<file path="src/hdl/ggum_pkg.sv">
// Shared types, constants and helpers for the GGUM probability/slope pipeline.
// Used by every module under hdl/.
package ggum_pkg;

    localparam int FRAC_BITS_DEF = 12;

    // Exponent width covers alpha(15b) times a 19b signed trait term.
    localparam int EXP_W   = 35;
    localparam int K_W     = 6;
    localparam int RED_W   = 36;
    localparam int LANES   = 4;
    localparam int TERMS   = 14;
    localparam int R_W     = 25;

    localparam logic [29:0]      LN2_Q30   = 30'd744261118;
    localparam logic [RED_W-1:0] EXP_LIMIT = 36'd42949672960;  // 40 in Q30
    localparam logic [30:0]      ONE_Q30   = 31'h40000000;

    // Divider sizing covers FRAC_BITS up to 20.
    localparam int QUO_W     = 25;
    localparam int DIV_NW    = 63;
    localparam int DIV_DW    = 55;
    localparam int DIV_CW    = DIV_DW + QUO_W;
    localparam int DIV_LANES = 3;

    localparam logic [1:0] REG_DISCRIM   = 2'd0;
    localparam logic [1:0] REG_LOCATION  = 2'd1;
    localparam logic [1:0] REG_THRESHOLD = 2'd2;

    typedef struct packed {
        logic             zero;
        logic [K_W-1:0]   k;
        logic [RED_W-1:0] rem;
    } red_lane_t;

    typedef struct packed {
        logic               zero;
        logic [K_W-1:0]     k;
        logic [29:0]        u;
        logic [30:0]        term;
        logic signed [31:0] sum;
    } exp_lane_t;

    typedef struct packed {
        logic              neg;
        logic              ovf;
        logic [DIV_NW-1:0] rem;
        logic [DIV_DW-1:0] den;
        logic [QUO_W-1:0]  q;
    } div_lane_t;

    // Q24 product of a signed and an unsigned value, truncated toward zero.
    function automatic logic signed [31:0] mul_q24s(input logic signed [31:0] a,
                                                    input logic [26:0] b);
        logic [31:0] mag;
        logic [58:0] prod;
        logic [31:0] m;
        mag  = a[31] ? 32'(-a) : 32'(a);
        prod = 59'(mag) * 59'(b);
        m    = prod[55:24];
        return a[31] ? $signed(-m) : $signed(m);
    endfunction

    // Signed Q8.16 clamp of a rounded quotient magnitude.
    function automatic logic signed [24:0] sat_slope(input logic neg, input logic ovf,
                                                     input logic [QUO_W-1:0] q);
        logic big;
        big = ovf | q[QUO_W-1];
        if (neg)
            return big ? 25'h1000000 : $signed(-q);
        else
            return big ? 25'h0FFFFFF : $signed(q);
    endfunction

endpackage

</file>
<file path="src/hdl/ggum_div_cell.sv">
// One restoring-division cell: resolves quotient bit BIT for all three dividers.
// Depends on ggum_pkg.
module ggum_div_cell
    import ggum_pkg::*;
#(
    parameter int BIT = 0
)
(
    input  logic                         clk,
    input  logic                         rst_n,
    input  logic                         en,
    input  logic                         vin,
    input  div_lane_t [DIV_LANES-1:0]    lin,
    output logic                         vout,
    output div_lane_t [DIV_LANES-1:0]    lout
);

    logic                      v_reg;
    div_lane_t [DIV_LANES-1:0] l_reg, l_next;

    always_comb
    begin
        logic [DIV_CW-1:0] cmp;
        for (int i = 0; i < DIV_LANES; i++)
        begin
            l_next[i] = lin[i];
            cmp       = DIV_CW'(lin[i].den) << BIT;
            if (DIV_CW'(lin[i].rem) >= cmp)
            begin
                l_next[i].rem    = lin[i].rem - cmp[DIV_NW-1:0];
                l_next[i].q[BIT] = 1'b1;
            end
        end
    end

    always_ff @(posedge clk or negedge rst_n)
    begin
        if (!rst_n)
            v_reg <= 1'b0;
        else if (en)
            v_reg <= vin;
    end

    always_ff @(posedge clk)
    begin
        if (en)
            l_reg <= l_next;
    end

    assign vout = v_reg;
    assign lout = l_reg;

endmodule

</file>
<file path="config.mk">
export PLATFORM = sky130hd
export DESIGN_NAME = ggum_div_cell
export DESIGN_NICKNAME = d
export VERILOG_FILES = /design/src/hdl/ggum_pkg.sv /design/src/hdl/ggum_div_cell.sv
export SDC_FILE = /design/constraint.sdc
export NUM_CORES = 1
export LEC_CHECK = 0
export BUFFER_PORTS_ARGS = -buffer_cell sky130_fd_sc_hd__buf_4
export CAP_MARGIN = 20
export CORE_AREA = 2 2 345 347
export CTS_BUF_LIST = sky130_fd_sc_hd__clkbuf_8
export DETAILED_ROUTE_END_ITERATION = 6
export DIE_AREA = 0 0 347 349
export MAX_ROUTING_LAYER = met4
export PLACE_DENSITY = 0.51
export SLEW_MARGIN = 20
export SYNTH_ARGS = -nofsm -noshare
export SYNTH_HDL_FRONTEND = slang
export SYNTH_SLANG_ARGS = --single-unit
</file>
<file path="constraint.sdc">
create_clock -name clk -period 1 [get_ports clk]
set_input_delay 0.05 -clock clk [delete_from_list [all_inputs] [get_ports clk]]
set_output_delay 0.05 -clock clk [all_outputs]
set_load 0.01 [all_outputs]
</file>
After elaboration in Yosys (flattened, before gate mapping)
Index checks and enable logic that the tools add are counted. Widths: inputs -> output; s select.

Muxes and demuxes: 3. Order comparisons: 3. Add/subtract/negate cells: 3.

Operator list (count): $ge 63x55->1 (3); $mux 63 (3); $sub 63x55->63 (3).

Logic and storage cells: 28. Input port bits: 439. Register bits: 436. Output and inout bits: 436.

Logic depth before layout (Yosys ltp)
Gate-level depths: netlist of the first run.

Depth after elaboration: 2. Depth in mapped cells: 15. Mapped depth without buffers: 13.

Least setup slack after synthesis of the first run
Ideal clock, no wire load.

Path type: input-to-reg. From: in lin[80] (netlist name). To: reg l_reg (netlist bit lout[142]), data pin. Arrival: 2.563 ns. Path buffers: 0. Stages: 13. Library setup time: 0.259 ns. Slack: -1.822 ns. Required time: 0.741 ns. Cell sequence: inv_1 > ha_1 > inv_1 > fa_1 > a21o_1 > a311oi_1 > nor2_1 > a221oi_1 > o21ai_0 > or2_2 > a311oi_1 > o211ai_1 > xnor2_1.

RTL lines: start, declared (RTL line ggum_div_cell.sv:13) `input div_lane_t [DIV_LANES-1:0] lin,`; end signal, assigned (RTL line ggum_div_cell.sv:47) `l_reg <= l_next;`; end, declared (RTL line ggum_div_cell.sv:19) `div_lane_t [DIV_LANES-1:0] l_reg, l_next;`.

==> results of run 1 <==
-- synth_stat cells, drive strengths merged (6+ instances only) --
master,n
and4,8
a211o,8
a311oi,8
a21oi,293
o221ai,6
and2,14
a31oi,23
nand3,31
nor4,18
edfxtp,435
or3,22
mux2,15
a21boi,13
nand2b,19
ha,168
or2,7
clkbuf,50
a21o,60
o21a,30
o31a,8
o211ai,23
and3,14
o21bai,41
nor4b,6
nor3,44
o31ai,18
or4,6
nor2b,17
nand2,225
a2111oi,6
nand4,59
xor2,70
o21ai,182
nor2,196
buf,53
a211oi,16
inv,220
xnor2,100
-- logic make-up (layout without fill, tap and decap cells) --
group                    Yosys count  in the layout  share of synthesized area
other                              0             19                          0
XOR/XNOR                         170            170                     0.0563
AND/OR/NAND/NOR                  700            701                      0.128
AO/OA/AOI/OAI                    780            780                      0.181
flip-flops                       436            436                      0.495
multiplexers                      18             18                    0.00880
buffers and inverters            323           2842                     0.0499
adder cells (fa/ha/maj)          171            171                     0.0817
-- area by class of cell --
cell class / count / area, um^2
multi-input cells: 1840 / 16500
well taps: 1536 / 1920
clock inverters: 66 / 430
inverters: 220 / 960
repair buffers: 2473 / 21400
clock buffers: 83 / 1140
fillers: 10826 / 62000
diodes: 19 / 47.5
flip-flops and latches: 436 / 13100
-- cell usage in the layout (no fill, tap or decap), types with 19 or more instances in the layout --
cell type / n
ha_4: 112
nor3_1: 22
o21bai_1: 34
inv_4: 22
a21oi_4: 22
xor2_1: 60
o21ai_2: 61
o211ai_1: 23
o21a_1: 29
inv_1: 168
clkinv_1: 20
buf_12: 39
nor2_1: 114
xnor2_2: 19
nand4_1: 58
a21o_1: 59
nor2_2: 55
buf_8: 30
buf_6: 99
ha_1: 48
inv_2: 42
clkbuf_8: 83
diode_2: 19
o21ai_1: 33
dlygate4sd3_1: 582
xnor2_1: 80
o21ai_0: 77
a21oi_2: 92
nand2_1: 195
a21oi_1: 179
nand3_1: 23
nor2_4: 27
edfxtp_1: 435
buf_4: 1707
-- power breakdown --
group | internal, W | total (W) | switching (W)
registers | 0.0228 | 0.0236 | 0.000883
clock network | 0.00851 | 0.0175 | 0.00897
logic | 0.0139 | 0.0260 | 0.0120
total | 0.0452 | 0.0671 | 0.0219
-- worst min path at each step --
stage	endpoint	start	depth (start not counted)	slack, ns
2_1_floorplan	vout$_DFFE_PN0P_	rst_n	0	-0.25
3_3_place_gp	vout$_DFFE_PN0P_	rst_n	1	-0.17
3_5_place_dp	vout$_DFFE_PN0P_	rst_n	1	-0.17
4_1_cts	lout[205]$_DFFE_PP_	lin[205]	1	-0.68
5_1_grt	lout[323]$_DFFE_PP_	lin[323]	1	-0.62
6_report	lout[323]$_DFFE_PP_	lin[323]	1	-0.55
-- state kept, by name (all words and copies together), names as in the netlist --
| signal | flops |
|---|---|
| lout | 435 |
| vout | 1 |
-- per-stage QoR --
stage	TNS, ns	instances
6_report	-342.12	6673
4_1_cts	-368.37	6526
3_5_place_dp	-367.90	5778
2_1_floorplan	-261.06	2598
3_3_place_gp	-365.90	5778
5_1_grt	-381.42	6672
-- timing repair --
action	4_1_cts	5_1_grt
setup endpoints to repair	628	628
setup buffers	115	42
pin swaps	233	153
endpoints found under the hold margin	871	175
hold buffers	476	110
gates resized for setup	654	190
cloned	21	1
-- routing by layer --
metal  vias to the layer above  GRT usage  part of all wire
li1                      14535          -                 -
met1                     14689      0.266              0.42
met2                       885      0.374              0.49
met3                       153     0.0526             0.066
met4                         0     0.0645             0.024
met5                         -          -                 0
-- critical path: cells and delay by family --
kind            cells  cell delay, ns
compound gates      7            1.57
xor+xnor            1            0.12
fa+ha+maj           2            0.46
buf+inv             4            0.37
simple gates        1            0.04
==> impl_metrics.ini, run 1 <==
[route]
drt-total-wl_um = 138000
ant_nets = 0
drt_iter0_drc = 1717
wl_per_cell_um = 20.7
dr.pass1.iters = 5
via_per_inst = 4.53
route.detailed.drc = 0
num_vias = 30262

[floorplanning]
fp.dieW_um = 347
dieArea_um2 = 121000
start_util = 0.225
fp-row-count = 126
die_y_um = 349
core_um2 = 117000
ioPinCount = 875

[setup_path]
cp-start-kind = input port
reg2reg_slack_ns = 0.25
crit_slowest_cell = a2111oi_4
critical-path-max-stage-delay_ns = 0.36
critPathCapture = lout[428]$_DFFE_PP_
crit_path_cell_trace = buf_8 > inv_12 > ha_4 > inv_2 > fa_2 > a21oi_2 > o21a_1 > o21ai_2 > o21a_1 > a311oi_2 > buf_4 > nor2_4 > a21o_1 > a2111oi_4 > xor2_1
rr_worst_depth = 1
path_common_cell = o21a_1
cp_max_fo = 3
worstReg2RegStart = vout$_DFFE_PN0P_
r2r_end = vout$_DFFE_PN0P_
required_ns = 1.50
path_class = input port to flip-flop
arrival_ns = 2.61
cp-end-kind = flip-flop
crit_path_start = lin[370]

[power_and_ir_drop]
ir_worst_vdd_uv = 999
finalPower_w = 0.0671
powerDensity_nw_per_um2 = 1210
p_leak_nw = 23.8

[sta]
whs_ns = -0.554
period_minus_slack_ns = 2.12
rsz0062_at_grt = yes
skew_ns = 0
max-slew-margin-rel = 0.550
worst_pin_slew_ns = 0.667
maxClockFrequency_mhz = 472
hold_viol = 100
finalSetupViolCount = 628
fin_crit_sh = 2.12
drv_slew = 0
setup_ws_ns = -1.12

[place]
place_area_um2 = 42800
pre_cts_ws_ns = -2.23
portBuffers = 874
place.gp.congestion = 0.905
dpl.hpwl_um = 105000

[clock_tree]
cts_tree = yes
cts_root_buffer = clkbuf_8
clk-insertion-delay-late_ns = 0.79
cts_made_buffers = 83
htreeDepth = 3
cts_buffer_depth = 3
path_clk_slew_ns = 0.06
cts.sinks = 436

[logic_synthesis]
yosys.area.top_type = edfxtp_1
yosysWarnings = 0
yosysSeqAreaShare = 0.495
syn_area_per_cell_um2 = 10.2
synth_seq_cells = 436
synthCells = 2598
yosysTopAreaCellShare = 0.494
synth.cell_area_um2 = 26500
synthFlopType = edfxtp_1
synth_edf_count = 435
synth_area_leaders = edfxtp_1 49%, ha_1 7.9%, a21oi_1 5.5%
synth-async-reset-ratio = 0.00229
syn_nets = 3208
synth.distinct_cells = 87

[global_route]
antenna_found_initial = 19
grt_max_degree = 41
grt-ovfl-total = 0
grt_pass1_vias = 31346
grt_pass1_wl_um = 197000
grt_util_all_layers = 0.223

[cells_and_area]
final_layout_size_suffix_gt1_frac = 0.531
syn2layout_area_growth_pct = 110
fin_util = 0.472
fin_nets = 5664
fin_area_um2 = 55400

[run_status]
status = finished with violations
violations = hold timing, setup timing

[run]
cap_violations = 0

[hold_path]
hold_class = input port to flip-flop
Note: power is estimated with default switching activity, not from simulation.
==> inputs of run 2 (changes only) <==
- SKIP_CTS_REPAIR_TIMING: unset -> 1
==> run 2 against run 1 <==
The flow still finishes with violations (hold timing, setup timing). Setup slack lost 0.13 ns. Total power up 0.59%. Sequential power barely moved. Largest power group unchanged. Highest routed layer unchanged.
==> impl_metrics.ini, run 2 (same netlist as run 1, synthesis figures left out) <==
[clock_tree]
cts_made_buffers = 83
cts_buffer_depth = 3
cts_root_buffer = clkbuf_8
cts_tree = yes
htreeDepth = 3
clk-insertion-delay-late_ns = 0.80
path_clk_slew_ns = 0.06
cts.sinks = 436

[setup_path]
arrival_ns = 2.78
cp-end-kind = flip-flop
crit_path_start = lin[80]
cp-start-kind = input port
cp_max_fo = 3
required_ns = 1.53
worstReg2RegStart = vout$_DFFE_PN0P_
path_class = input port to flip-flop

[floorplanning]
core_um2 = 117000
fp.dieW_um = 347
fp-row-count = 126
die_y_um = 349
dieArea_um2 = 121000
ioPinCount = 875
start_util = 0.225

[cells_and_area]
fin_cells = 6580
fin_area_um2 = 55500
seq_area_um2 = 13100
largest_register_ffs = 435
final_layout_size_suffix_gt1_frac = 0.537
layout_common_cells = 1482 x buf_4, 517 x dlygate4sd3_1, 435 x edfxtp_1, 304 x buf_6, 195 x nand2_1
multi_input_area_um2 = 16600
mostFrequentLayoutCell = buf_4
syn2layout_area_growth_pct = 110
fin_nets = 5576
fillCellCount = 10760

[sta]
rsz0062_at_grt = yes
setup_ws_ns = -1.24
whs_ns = -0.553
hold_viol = 111
maxClockFrequency_mhz = 446
period_minus_slack_ns = 2.24
finalSetupViolCount = 628
max-slew-margin-rel = 0.540
worst_pin_slew_ns = 0.683
fin_crit_sh = 2.24
skew_ns = 0
drv_slew = 0

[power_and_ir_drop]
combPwrFrac = 0.387
ir_worst_vdd_uv = 1010
switchingPower_w = 0.0221
seqPwrFrac = 0.353
p_leak_nw = 23.6
pwr-share-clk = 0.260
powerDensity_nw_per_um2 = 1220
p_int_w = 0.0454
switching_share = 0.327

[route]
ant_nets = 0
drt_iter0_drc = 1760
num_vias = 30030
wl_per_cell_um = 20.9
via_per_inst = 4.56
dr.pass1.iters = 7
drt-total-wl_um = 137000
route.detailed.drc = 0

[place]
dpl.hpwl_um = 105000
place.gp.congestion = 0.905
portBuffers = 874
dp_cells = 5778
place_area_um2 = 42800

[global_route]
grt_max_degree = 41
antenna_found_initial = 17
grt_util_all_layers = 0.201
grt-ovfl-total = 0
grt_pass1_wl_um = 176000
grt_pass1_vias = 27210

[hold_path]
hold_class = input port to flip-flop
hp-start = lin[27]

[run_status]
status = finished with violations
violations = hold timing, setup timing

[run]
cap_violations = 0
run 2: cell types whose count changed in the layout (fill, tap and decap cells not counted), sizes merged:
cell / before / now
diode: 19 / 14
clkinvlp: 7 / 6
dlymetal6s4s: 1 / 0
buf: 1889 / 1851
clkbuf: 84 / 100
dlygate4sd3: 582 / 517
clkinv: 33 / 34
run 2: cell type report:
type	instances	area share
inverters	220	0.0176
well taps	1536	0.0346
repair buffers	2385	0.384
multi-input cells	1840	0.299
flip-flops and latches	436	0.236
clock inverters	66	0.00776
diodes	14	0.000631
clock buffers	83	0.0206
run 2: final timing paths:
kind                       slack, ns             endpoint  depth (start not counted)
max                            -1.24  lout[142]$_DFFE_PP_                         15
min                            -0.55   lout[27]$_DFFE_PP_                          1
max reg2reg                     0.21     vout$_DFFE_PN0P_                          1
min reg2reg                     0.58     vout$_DFFE_PN0P_                          1
max in group asynchronous       0.75     vout$_DFFE_PN0P_                          3
min in group asynchronous       0.14     vout$_DFFE_PN0P_                          3
run 2: metrics by stage:
stage	utilization	worst slack (ns)	setup TNS, ns	power (W)
4_1_cts	0.378	-1.32	-400.31	0.0628
3_3_place_gp	0.365	-2.16	-365.90	0.0449
5_1_grt	0.473	-1.26	-391.72	0.0706
6_report	0.473	-1.24	-356.44	0.0675
2_1_floorplan	-	-1.61	-261.06	0.0325
3_5_place_dp	0.365	-2.23	-367.90	0.0449
run 2: per-layer routing:
metal | vias to the layer above | global-route usage | wire, um
met5 | - | - | 0
met4 | 0 | 0.0507 | 2620
met3 | 122 | 0.0500 | 9150
met2 | 929 | 0.330 | 68000
met1 | 14643 | 0.248 | 57700
li1 | 14336 | - | -
run 2: power groups by stage:
stage               sequential, W  combinational, W  clock, W
finish                     0.0238            0.0261    0.0176
global route               0.0240            0.0278    0.0188
detailed placement         0.0239            0.0209         0
global placement           0.0240            0.0209         0
floorplan                  0.0248           0.00772         0
CTS                        0.0236            0.0210    0.0181
run 2: worst max-delay path, stage by stage:
cell,delay (ns)
buf_8,0.10
inv_6,0.05
ha_4,0.13
inv_2,0.03
fa_2,0.35
a21o_1,0.23
a311oi_4,0.36
nor2_2,0.10
a221oi_2,0.26
buf_4,0.17
o21ai_4,0.08
or2_4,0.28
a311oi_4,0.25
o211ai_1,0.16
xnor2_1,0.15
