[src/hdl/ggum_pkg.sv]
// Shared types, constants and helpers for the GGUM probability/slope pipeline.
// Used by every module under hdl/.
package ggum_pkg;

    localparam int FRAC_BITS_DEF = 12;

    // Exponent width covers alpha(15b) times a 19b signed trait term.
    localparam int EXP_W   = 35;
    localparam int K_W     = 6;
    localparam int RED_W   = 36;
    localparam int LANES   = 4;
    localparam int TERMS   = 14;
    localparam int R_W     = 25;

    localparam logic [29:0]      LN2_Q30   = 30'd744261118;
    localparam logic [RED_W-1:0] EXP_LIMIT = 36'd42949672960;  // 40 in Q30
    localparam logic [30:0]      ONE_Q30   = 31'h40000000;

    // Divider sizing covers FRAC_BITS up to 20.
    localparam int QUO_W     = 25;
    localparam int DIV_NW    = 63;
    localparam int DIV_DW    = 55;
    localparam int DIV_CW    = DIV_DW + QUO_W;
    localparam int DIV_LANES = 3;

    localparam logic [1:0] REG_DISCRIM   = 2'd0;
    localparam logic [1:0] REG_LOCATION  = 2'd1;
    localparam logic [1:0] REG_THRESHOLD = 2'd2;

    typedef struct packed {
        logic             zero;
        logic [K_W-1:0]   k;
        logic [RED_W-1:0] rem;
    } red_lane_t;

    typedef struct packed {
        logic               zero;
        logic [K_W-1:0]     k;
        logic [29:0]        u;
        logic [30:0]        term;
        logic signed [31:0] sum;
    } exp_lane_t;

    typedef struct packed {
        logic              neg;
        logic              ovf;
        logic [DIV_NW-1:0] rem;
        logic [DIV_DW-1:0] den;
        logic [QUO_W-1:0]  q;
    } div_lane_t;

    // Q24 product of a signed and an unsigned value, truncated toward zero.
    function automatic logic signed [31:0] mul_q24s(input logic signed [31:0] a,
                                                    input logic [26:0] b);
        logic [31:0] mag;
        logic [58:0] prod;
        logic [31:0] m;
        mag  = a[31] ? 32'(-a) : 32'(a);
        prod = 59'(mag) * 59'(b);
        m    = prod[55:24];
        return a[31] ? $signed(-m) : $signed(m);
    endfunction

    // Signed Q8.16 clamp of a rounded quotient magnitude.
    function automatic logic signed [24:0] sat_slope(input logic neg, input logic ovf,
                                                     input logic [QUO_W-1:0] q);
        logic big;
        big = ovf | q[QUO_W-1];
        if (neg)
            return big ? 25'h1000000 : $signed(-q);
        else
            return big ? 25'h0FFFFFF : $signed(q);
    endfunction

endpackage

[src/hdl/ggum_red_cell.sv]
// One range-reduction cell: resolves one bit of k = floor(y / ln2) for all lanes.
// Depends on ggum_pkg.
module ggum_red_cell
    import ggum_pkg::*;
#(
    parameter int SHIFT = 0
)
(
    input  logic                       clk,
    input  logic                       rst_n,
    input  logic                       en,
    input  logic                       vin,
    input  red_lane_t [LANES-1:0]      lin,
    output logic                       vout,
    output red_lane_t [LANES-1:0]      lout
);

    localparam logic [RED_W-1:0] STEP = RED_W'(LN2_Q30) << SHIFT;

    logic                  v_reg;
    red_lane_t [LANES-1:0] l_reg;
    red_lane_t [LANES-1:0] l_next;

    always_comb
    begin
        for (int i = 0; i < LANES; i++)
        begin
            l_next[i] = lin[i];
            if (lin[i].rem >= STEP)
            begin
                l_next[i].rem      = lin[i].rem - STEP;
                l_next[i].k[SHIFT] = 1'b1;
            end
        end
    end

    always_ff @(posedge clk or negedge rst_n)
    begin
        if (!rst_n)
            v_reg <= 1'b0;
        else if (en)
            v_reg <= vin;
    end

    always_ff @(posedge clk)
    begin
        if (en)
            l_reg <= l_next;
    end

    assign vout = v_reg;
    assign lout = l_reg;

endmodule

[config.mk]
export PLATFORM = sky130hd
export DESIGN_NAME = ggum_red_cell
export DESIGN_NICKNAME = d
export VERILOG_FILES = /design/src/hdl/ggum_pkg.sv /design/src/hdl/ggum_red_cell.sv
export SDC_FILE = /design/constraint.sdc
export NUM_CORES = 1
export LEC_CHECK = 0
export ABC_AREA = 1
export BUFFER_PORTS_ARGS = -buffer_cell sky130_fd_sc_hd__buf_2
export CORE_MARGIN = 4
export CORE_UTILIZATION = 54
export DETAILED_ROUTE_END_ITERATION = 16
export GPL_TIMING_DRIVEN = 0
export MAX_ROUTING_LAYER = met4
export PLACE_DENSITY = 0.91
export SYNTH_ARGS = -nofsm -noshare
export SYNTH_HDL_FRONTEND = slang
export SYNTH_SLANG_ARGS = --single-unit
[constraint.sdc]
create_clock -name clk -period 1 [get_ports clk]
set_input_delay 0.1 -clock clk [delete_from_list [all_inputs] [get_ports clk]]
set_output_delay 0.1 -clock clk [all_outputs]
set_load 0.02 [all_outputs]
==> metrics.txt, run 1 <==
run status stopped before the end; Stopped at global routing (5_1_grt); Run Error [ERROR GRT-0232] Routing congestion too high. Check the congestion heatmap in the GUI.; Seq cells post-synth 173; Avg Cell Area, Syn approximately 6.8 um2; Area contributors post-synth edfxtp_1, nand2_1, nor2_1; worst_ep kind register input; Port Buffers about 340; Syn Nets 2071; unique cell type count in the Yosys netlist 41; Synth area leader edfxtp_1; DP HPWL 37700 um; Initial Utilization 0.549; DIE HEIGHT between 150 and 200 um; htree depth 4; Post-synth EDFFs 172; sequential area share after synthesis 0.404; Clock Sinks 173; total congestion overflow 2345; async set or reset register ratio after synthesis 0.00578; yosys warns 0; # IOs 349; largest net degree at the start of global routing roughly 110; Site Rows 56; Longest Clk Path Bufs 2; most frequent cell after synthesis nand2_1; post-synth top area share 0.402; clk root buf clkbuf_16; Die W 162 um; GPL Wtd Cong 1.03; ys flop type edfxtp_1; Cell Area, Synth 0.0128 mm2; Synth Instances ~1900; number of buffers created by CTS 17; GR repair worst EP lout[45]$_DFFE_PP_/D; GRT Total Usage 1.01; Commonest cells post-synth nand2_1, nor2_1, inv_1
cell families after synthesis:
logic type,Yosys count,synth area share
AND/OR/NAND/NOR,1253,0.408
buffers and inverters,243,0.0809
flip-flops,173,0.404
AO/OA/AOI/OAI,172,0.0718
XOR/XNOR,45,0.0307
adder cells (fa/ha/maj),4,0.00390
multiplexers,1,0.000877
routing by layer:
layer  GRT overflow  global-route usage
met1             32               0.872
met2           1802                1.32
met3             18               0.703
met4            493                1.13
met5              -                   -
through the flow:
stage                     utilization  cell area, um2  hold slack (ns)  instances  setup WS, ns
after CTS                       0.832           19500          -0.0513       2760        -0.238
after detailed placement        0.665           15600           -0.123       2552        -0.975
after global placement          0.664           15500           -0.125       2551         -2.36
after floorplan                     -           13400           -0.196       1891        -0.382
what timing repair did:
| item | 4_1_cts |
|---|---|
| buffers inserted | 108 |
| gates cloned | 16 |
| pin swaps | 109 |
| hold buffers | 56 |
| resized for setup | 507 |
| hold endpoints to repair | 57 |
| setup endpoints to repair | 429 |
==> run 2: changes to the inputs <==
--- a/config.mk
+++ b/config.mk
@@ -8,11 +8,10 @@
 export ABC_AREA = 1
 export BUFFER_PORTS_ARGS = -buffer_cell sky130_fd_sc_hd__buf_2
 export CORE_MARGIN = 4
-export CORE_UTILIZATION = 54
+export CORE_UTILIZATION = 40
 export DETAILED_ROUTE_END_ITERATION = 16
 export GPL_TIMING_DRIVEN = 0
-export MAX_ROUTING_LAYER = met4
-export PLACE_DENSITY = 0.91
+export PLACE_DENSITY_LB_ADDON = 0.15
 export SYNTH_ARGS = -nofsm -noshare
 export SYNTH_HDL_FRONTEND = slang
 export SYNTH_SLANG_ARGS = --single-unit
==> metrics.txt, run 2 <==
run status complete, but fails checks; violated checks setup timing; largest net degree at the start of global routing 99; htree depth 4 (unchanged); Cell Area, Synth 0.0128 mm2 (unchanged); Setup WS post-layout -0.351 ns; Synth area leader edfxtp_1; Fmax achieved 740 MHz; TritonCTS clock tree done; Syn Nets 2071 (unchanged); min-delay src lin[156]; Hold/Removal Path Class primary input to register; TritonRoute pass-1 iters 5; Register-to-Register Path Depth 1; clk slew on worst S/H paths 0.07 ns; Area contributors post-synth edfxtp_1, nand2_1, nor2_1; Post-synth EDFFs 172 (unchanged); sequential area share after synthesis 0.404 (unchanged); Avg Cell Area, Syn 6.79 um2 (unchanged); nets 2677; Worst setup SP type primary input; initial antenna violation count 10; Reg-to-Reg End vout$_DFFE_PN0P_; Slew headroom 0.645; most frequent cell after synthesis nand2_1; hold depth 3; Port Buffers 341 (unchanged); post-synth top area share 0.402 (unchanged); pre-CTS setup slack -0.912 ns (+0.0627 ns); Worst R2R Start vout$_DFFE_PN0P_; drt wl/cell 19.4 um; Final Hold Fails 0; Hold EP lout[156]$_DFFE_PP_; largest stage delay on the critical path ~0.18 ns; crit-path max FO 6; DRC 0; GPL Wtd Cong 0.959 (-6.6%); Max Cap Violations 0; Comb power frac 0.301; Flop pwr share 0.390; GRT Total Usage 0.298; RSZ-0062 raised after global routing true; sw frac 0.324; Initial Utilization 0.406 (-0.143); DIE HEIGHT 187 um (+15%); Slew @ Worst Pin 0.532 ns; ys flop type edfxtp_1; fraction of power consumed by the clock network 0.309; DP HPWL 38700 um (+2.6%); clk root buf clkbuf_16; Synth Instances 1891 (unchanged); Crit. End Element register; yosys warns 0 (unchanged); CP dominant cell by count nand2_2; Final Skew 0 ns; max FFs per register 172; Core Box Area 0.0316 mm2; Layout Area Growth over Synthesis 70.5%; share of layout cells above drive strength 1 0.438; final period utilization 1.35; cell at the slowest stage of the critical path buf_12; Switch Pwr 7.53 mW; Setup violations, final 317; critical path required time 1.20 ns; DRT iter0 DRCs 1071; Seq cells post-synth 173 (unchanged); vias in the first global route between 15000 and 20000; WL final 56400 um; Critical Path AT ~1.6 ns; Longest Clk Path Bufs 2 (unchanged); vias per cell 5.33; Clock Sinks 173 (unchanged); commonest non-fill, non-tap cell in the layout nand2_1; clk_lat worst skew roughly 0.45 ns; Die ar. 0.0350 mm2; Slew Viols, Final 0; vias 15500; worst-path cell chain buf_8 > nor2_4 > buf_6 > nor2_4 > a21oi_4 > nand2_2 > nand2_2 > nand3_4 > buf_12 > buf_6 > clkbuf_16 > nand2_2 > o21ai_1; commonest cells after routing, fill and taps aside nand2_1, buf_2, edfxtp_1; R2R Setup Slk 0.22 ns; power per cell area 1060 mW/mm2; async set or reset register ratio after synthesis 0.00578 (unchanged); leakage between 9 and 10 nW; peak supply drop 1.21 mV; # IOs 349 (unchanged); WS Path Type primary input to register; unique cell type count in the Yosys netlist 41 (unchanged); Site Rows 65 (+16%); Tmin final 1.35 ns; Final ANT Viol Nets 0; Commonest cells post-synth nand2_1, nor2_1, inv_1; number of buffers created by CTS 17 (unchanged); internal power about 16 mW; global-route wire length before repair roughly 83000 um; total congestion overflow 0; Die W 187 um (+15%); Tot Pwr 23.2 mW
[run 2: cell counts after synthesis]
No cell type changed its count.
[run 2: how the worst max path moves through the flow]
stage / startpoint / to / slack [ns] / depth (start not counted)
finish: lin[145] / lout[134]$_DFFE_PP_ / -0.35 / 13
global route: lin[55] / lout[62]$_DFFE_PP_ / -0.42 / 14
CTS: lin[120] / lout[122]$_SDFFCE_PP1P_ / -0.28 / 10
detailed placement: lin[22] / lout[8]$_DFFE_PP_ / -0.91 / 13
global placement: en / vout$_DFFE_PN0P_ / -2.48 / 2
floorplan: lin[22] / lout[16]$_DFFE_PP_ / -0.38 / 12
[run 2: cell families (layout without fill, tap and decap cells)]
family | Yosys count | count (layout) | share of synthesized area
buffers and inverters | 243 | 860 | 0.0809
DFF | 173 | 173 | 0.404
AOI/OAI and AO/OA | 172 | 172 | 0.0718
xor gates and xnor gates | 45 | 45 | 0.0307
muxes | 1 | 1 | 0.000877
adders and majority gates | 4 | 4 | 0.00390
and+or+nand+nor | 1253 | 1254 | 0.408
other | 0 | 5 | 0
[run 2: final cells by class]
class,instances,area [um2]
clock inverter,14,180
timing repair inverter,1,16.3
clock buffer,17,425
fill,2591,9740
timing repair buffer,593,5380
tap,402,503
multi-input combinational,1476,8830
inverter,212,947
sequential,173,5190
antenna,5,12.5
buffer,23,414
[run 2: timing repair]
item                                    CTS  global route
hold buffers                             83             1
pin swaps                                74           127
resized for setup                       397           636
gates cloned                             17             8
setup buffers                           109            48
endpoints found under the hold margin    82             1
endpoints found under the setup margin  317           410
[run 2: critical path, delay by kind of cell]
kind	cells	cell delay, ns
buffers and inverters	5	0.70
AOI/OAI and AO/OA	2	0.19
and+or+nand+nor	6	0.55
[run 2: power groups by stage]
stage	sequential (mW)	clock [mW]	combinational, mW
floorplan	10.0	0	1.91
global placement	9.11	0	4.86
detailed placement	9.09	0	4.88
CTS	8.94	7.28	5.82
global route	9.11	7.59	7.46
finish	9.05	7.18	6.99
[run 2: through the flow]
stage | hold slack [ns] | cells | area, um2 | utilization | TNS (ns)
after floorplan | -0.196 | 1891 | 13400 | - | -45.08
after global placement | -0.125 | 2634 | 15600 | 0.494 | -519.25
after detailed placement | -0.124 | 2635 | 15700 | 0.495 | -155.29
after CTS | 0.0000146 | 2873 | 19700 | 0.622 | -42.52
after global routing | 0.00187 | 2916 | 21900 | 0.692 | -62.64
final | 0.0172 | 2916 | 21900 | 0.692 | -48.20
[run 2: metal layers]
layer,GRT usage,vias up,part of all wire
met4,0.124,8,0.045
met2,0.512,694,0.49
li1,-,7393,-
met3,0.0651,171,0.074
met5,0,-,0.00078
met1,0.363,7283,0.39
Note: power is estimated with default switching activity, not from simulation.
==> run 3: changes to the inputs <==
--- a/config.mk
+++ b/config.mk
@@ -9,8 +9,8 @@
 export BUFFER_PORTS_ARGS = -buffer_cell sky130_fd_sc_hd__buf_2
 export CORE_MARGIN = 4
 export CORE_UTILIZATION = 40
+export CTS_BUF_LIST = sky130_fd_sc_hd__clkbuf_4
 export DETAILED_ROUTE_END_ITERATION = 16
-export GPL_TIMING_DRIVEN = 0
 export PLACE_DENSITY_LB_ADDON = 0.15
 export SYNTH_ARGS = -nofsm -noshare
 export SYNTH_HDL_FRONTEND = slang
==> metrics.txt, run 3 (same netlist as run 2, synthesis figures left out) <==
run status complete, but fails checks; violated checks hold timing, setup timing; delay-heaviest family, CP buffers and inverters; fraction of power consumed by the clock network 0.203 (-0.106); commonest cells after routing, fill and taps aside nand2_1, buf_4, buf_2; R2R Setup Slk 0.07 ns (-0.15 ns); leakage 11.7 nW (+19%); Max Cap Violations 0 (unchanged); Switch Pwr 7.52 mW (-0.25%); Setup violations, final 266 (-16%); final core utilization 0.763 (+0.0713); Flop pwr share 0.425 (+0.035); drt wl/cell 17.4 um (-10%); Die ar. 0.0350 mm2 (unchanged); RSZ-0062 raised after global routing true; Critical Path AT 2.00 ns (+0.45 ns); Crit. End Element register; Final Hold Fails 5 (+5); Final Skew 0 ns (unchanged); Clock Sinks 173 (unchanged); Port Buffers 348 (+2.1%); initial antenna violation count 5 (-5); TritonRoute pass-1 iters 8 (+3); Tmin final 1.59 ns (+0.242 ns); DIE HEIGHT 187 um (unchanged); Setup WS post-layout -0.593 ns (-0.242 ns); Core Box Area 0.0316 mm2 (unchanged); GPL Wtd Cong 0.998 (+4.1%); vias 17600 (+13%); DRC 0 (unchanged); # IOs 349 (unchanged); WS Path Type primary input to register; commonest non-fill, non-tap cell in the layout nand2_1; nets 3168 (+18%); DP HPWL 40700 um (+5.4%); WL final 59200 um (+4.9%); Fmax achieved 628 MHz (-15%); cell at the slowest stage of the critical path dlygate4sd3_1; Worst R2R Start vout$_DFFE_PN0P_; peak supply drop 0.736 mV (-39%); DRT iter0 DRCs 1407 (+31%); Worst setup SP type primary input; share of layout cells above drive strength 1 0.431 (-0.00723); Slew @ Worst Pin 0.369 ns (-0.163 ns); Die W 187 um (unchanged); max FFs per register 172 (unchanged); GRT Total Usage 0.294 (-0.00449); Layout Area Growth over Synthesis 88.0%; worst hold margin -0.246 ns (-0.263 ns); Site Rows 65 (unchanged); htree depth 4 (unchanged); clk_lat worst skew 0.66 ns (+0.21 ns); Slew Viols, Final 0 (unchanged); worst-path cell chain buf_2 > dlygate4sd3_1 > inv_2 > nand2_2 > nor2_4 > nand2_1 > nor2_2 > nand3_2 > nand3_4 > buf_6 > inv_6 > nand2_1 > o21ai_0; clk root buf clkbuf_4; Final ANT Viol Nets 0 (unchanged); global-route wire length before repair 83600 um (+0.76%); TritonCTS clock tree done; Reg-to-Reg End vout$_DFFE_PN0P_; vias in the first global route 16400 (+7.8%); largest net degree at the start of global routing 50 (-49%); Longest Clk Path Bufs 2 (unchanged); Slew headroom 0.751 (+0.106); Hold/Removal Path Class primary input to register; hold depth 3 (unchanged); largest stage delay on the critical path 0.57 ns (+0.39 ns); critical path required time 1.41 ns (+0.21 ns); number of buffers created by CTS 17 (unchanged); Register-to-Register Path Depth 2 (+1); internal power 14.0 mW (-11%); vias per cell 5.18 (-2.9%); min-delay src lin[120]; Total Neg Setup Slack -77.74 ns (-29.54 ns); CP dominant cell by count nand2_1; Hold EP lout[120]$_DFFE_PP_; Comb power frac 0.372 (+0.071); Initial Utilization 0.406 (unchanged); total congestion overflow 0 (unchanged); final period utilization 1.59 (+0.242); WP buf/inv 5 (unchanged); clk slew on worst S/H paths 0.19 ns (+0.12 ns); sw frac 0.350 (+0.0252); power per cell area 890 mW/mm2 (-16%); crit-path max FO 13 (+7)
## run 3: how the worst max path moves through the flow
stage | from | end | slack, ns | depth (start not counted)
2_1_floorplan | lin[22] | lout[16]$_DFFE_PP_ | -0.38 | 12
3_3_place_gp | lin[101] | lout[113]$_DFFE_PP_ | -0.76 | 8
3_5_place_dp | lin[33] | lout[6]$_DFFE_PP_ | -0.74 | 11
4_1_cts | lout[0]$_DFFE_PP_ | lout[0] | -0.53 | 1
5_1_grt | lin[31] | lout[6]$_DFFE_PP_ | -0.70 | 13
6_report | lin[31] | lout[6]$_DFFE_PP_ | -0.59 | 13
## run 3: final cells by class
cell class | instances | area (um2)
diodes | 4 | 10.0
clock buffers | 17 | 128
clock inverters | 15 | 159
fillers | 2206 | 7490
inverters | 212 | 892
multi-input cells | 1475 | 7870
flip-flops and latches | 173 | 5190
well taps | 402 | 503
repair buffers | 1109 | 9400
## run 3: worst min-delay path: stages
cell	delay [ns]
buf_6	0.08
o21ai_0	0.08
nand2_1	0.07
## run 3: layer usage
metal,routed length [um],vias to the layer above,GRT usage
met5,21,-,0
li1,-,8365,-
met2,29300,893,0.509
met4,2560,4,0.114
met1,23000,8195,0.364
met3,4380,185,0.0523
## run 3: stage by stage
stage / std cells / power [mW] / setup WS [ns] / area (um2)
global placement: 3123 / 15.2 / -0.763 / 19300
finish: 3407 / 21.5 / -0.593 / 24100
global route: 3405 / 22.5 / -0.695 / 24100
CTS: 3340 / 20.6 / -0.535 / 22000
floorplan: 1891 / 11.9 / -0.382 / 13400
detailed placement: 3123 / 15.3 / -0.740 / 19300
## run 3: what timing repair did
action,4_1_cts,5_1_grt
pin swaps,0,112
setup buffers,0,34
hold endpoints to repair,284,24
gates resized for setup,169,472
endpoints found under the setup margin,174,317
gates cloned,0,14
hold buffers,185,22
## run 3: power by group through the flow
stage / Sequential [mW] / Combinational (mW) / Clock (mW)
3_5_place_dp: 9.14 / 6.16 / 0
5_1_grt: 9.19 / 8.52 / 4.75
3_3_place_gp: 9.14 / 6.09 / 0
4_1_cts: 9.06 / 7.11 / 4.46
2_1_floorplan: 10.0 / 1.91 / 0
6_report: 9.13 / 8.01 / 4.37
==> run 4: changes to the inputs <==
--- a/config.mk
+++ b/config.mk
@@ -7,11 +7,13 @@
 export LEC_CHECK = 0
 export ABC_AREA = 1
 export BUFFER_PORTS_ARGS = -buffer_cell sky130_fd_sc_hd__buf_2
+export CAP_MARGIN = 30
 export CORE_MARGIN = 4
 export CORE_UTILIZATION = 40
 export CTS_BUF_LIST = sky130_fd_sc_hd__clkbuf_4
 export DETAILED_ROUTE_END_ITERATION = 16
 export PLACE_DENSITY_LB_ADDON = 0.15
+export RECOVER_POWER = 50
 export SYNTH_ARGS = -nofsm -noshare
 export SYNTH_HDL_FRONTEND = slang
 export SYNTH_SLANG_ARGS = --single-unit
==> metrics.txt, run 4 (same netlist as run 2, synthesis figures left out) <==
Final Hold Fails 5 (unchanged); WS Path Type primary input to register; Worst R2R Start vout$_DFFE_PN0P_; Register-to-Register Path Depth 2 (unchanged); Tmin final 1.60 ns (+0.00477 ns); number of buffers created by CTS 17 (unchanged); global-route wire length before repair 83600 um (unchanged); total congestion overflow 0 (unchanged); clk root buf clkbuf_4; commonest cells after routing, fill and taps aside nand2_1, buf_4, buf_2; R2R Setup Slk 0.08 ns (about the same); clk_lat worst skew 0.65 ns (about the same); TritonCTS clock tree done; run status complete, but fails checks; crit-path max FO 13 (unchanged); htree depth 4 (unchanged); Final Skew 0 ns (unchanged); Site Rows 65 (unchanged); TritonRoute pass-1 iters 6 (-2); worst hold margin -0.249 ns (-0.00307 ns); DRC 0 (unchanged); vias per cell 5.20 (+0.44%); Initial Utilization 0.406 (unchanged); RSZ-0062 raised after global routing true; post-route cell area 0.0241 mm2 (-0.24%); Longest Clk Path Bufs 2 (unchanged); Crit. End Element register; Hold/Removal Path Class primary input to register; DP HPWL 40700 um (unchanged); Setup violations, final 374 (+41%); commonest non-fill, non-tap cell in the layout nand2_1; Slew @ Worst Pin 0.557 ns (+0.188 ns); Layout Area Growth over Synthesis 87.6%; Die ar. 0.0350 mm2 (unchanged); DRT iter0 DRCs 1521 (+8.1%); dpl cells 3123 (unchanged); Finished Layout Cells 3406 (-0.029%); final period utilization 1.60 (+0.00477); Setup WS post-layout -0.598 ns (-0.00477 ns); Final ANT Viol Nets 0 (unchanged); GRT Total Usage 0.294 (unchanged); leakage 11.7 nW (-0.28%); vias in the first global route 16400 (unchanged); Critical Path AT 2.01 ns (about the same); nets 3168 (unchanged); share of layout cells above drive strength 1 0.429 (-0.00200); Total Neg Setup Slack -95.75 ns (-18.01 ns); min-delay src lin[120]; Tot Pwr 21.5 mW (about the same); Max Cap Violations 0 (unchanged); Die W 187 um (unchanged); Port Buffers 348 (unchanged); WL final 59200 um (about the same); GPL Wtd Cong 0.998 (unchanged); initial antenna violation count 5 (unchanged); # IOs 349 (unchanged); critical path required time 1.41 ns (about the same); drt wl/cell 17.4 um (about the same); vias 17700 (+0.41%); violated checks hold timing, setup timing; final core utilization 0.762 (-0.00182); Slew headroom 0.629 (-0.123); pre-CTS setup slack -0.740 ns (unchanged); Fmax achieved 626 MHz (-0.30%); DIE HEIGHT 187 um (unchanged); hold depth 3 (unchanged); Hold EP lout[120]$_DFFE_PP_; Core Box Area 0.0316 mm2 (unchanged); peak supply drop 0.736 mV (about the same); Clock Sinks 173 (unchanged); largest net degree at the start of global routing 50 (unchanged); Reg-to-Reg End vout$_DFFE_PN0P_; clk slew on worst S/H paths 0.19 ns (about the same); fill count 2217 (+0.50%); placed cell areas 0.0193 mm2 (unchanged); Worst setup SP type primary input; Slew Viols, Final 0 (unchanged); max FFs per register 172 (unchanged); power per cell area 892 mW/mm2 (+0.16%)
run 4: changes by cell type in the layout (fill, tap and decap cells not counted):
cell      change
buf_12        -3
buf_2         -6
buf_4         -1
clkbuf_1      +6
clkbuf_2      +4
diode_2       -1
run 4: layer usage:
metal,up-vias,GRT usage,part of all wire
li1,8361,-,-
met1,8246,0.364,0.38
met2,920,0.509,0.50
met3,184,0.0523,0.076
met4,4,0.114,0.042
met5,-,0,0.00035
run 4: final cells by class:
cell class	instances	area, um2	area share
timing repair buffer	1109	9350	0.388
multi-input combinational	1475	7870	0.326
sequential	173	5190	0.215
inverter	212	892	0.0370
tap	402	503	0.0209
clock inverter	15	159	0.00660
clock buffer	17	128	0.00530
antenna	3	7.51	0.000312
run 4: where the power goes:
part / internal, mW / switching, mW / total (mW)
sequential: 8.78 / 0.345 / 9.13
combinational: 3.85 / 4.13 / 7.98
clock: 1.33 / 3.05 / 4.38
total: 14.0 / 7.52 / 21.5
run 4: critical path: stages:
cell	delay, ns
buf_2	0.10
dlygate4sd3_1	0.57
inv_2	0.08
nand2_2	0.07
nor2_4	0.12
nand2_1	0.10
nor2_2	0.18
nand3_2	0.11
nand3_4	0.17
buf_6	0.14
inv_6	0.07
nand2_1	0.09
o21ai_0	0.11
run 4: worst max path at each step:
| stage | start | endpoint | cells after the start |
|---|---|---|---|
| final | lin[31] | lout[6]$_DFFE_PP_ | 13 |
| after CTS | lout[0]$_DFFE_PP_ | lout[0] | 1 |
| after global placement | lin[101] | lout[113]$_DFFE_PP_ | 8 |
| after floorplan | lin[22] | lout[16]$_DFFE_PP_ | 12 |
| after detailed placement | lin[33] | lout[6]$_DFFE_PP_ | 11 |
| after global routing | lin[31] | lout[6]$_DFFE_PP_ | 13 |
run 4: repair_timing:
| item | 4_1_cts | 5_1_grt |
|---|---|---|
| hold endpoints to repair | 284 | 24 |
| pin swaps | 0 | 112 |
| setup endpoints to repair | 174 | 317 |
| hold buffers | 185 | 22 |
| gates cloned | 0 | 14 |
| setup buffers | 0 | 34 |
| resized for setup | 169 | 472 |
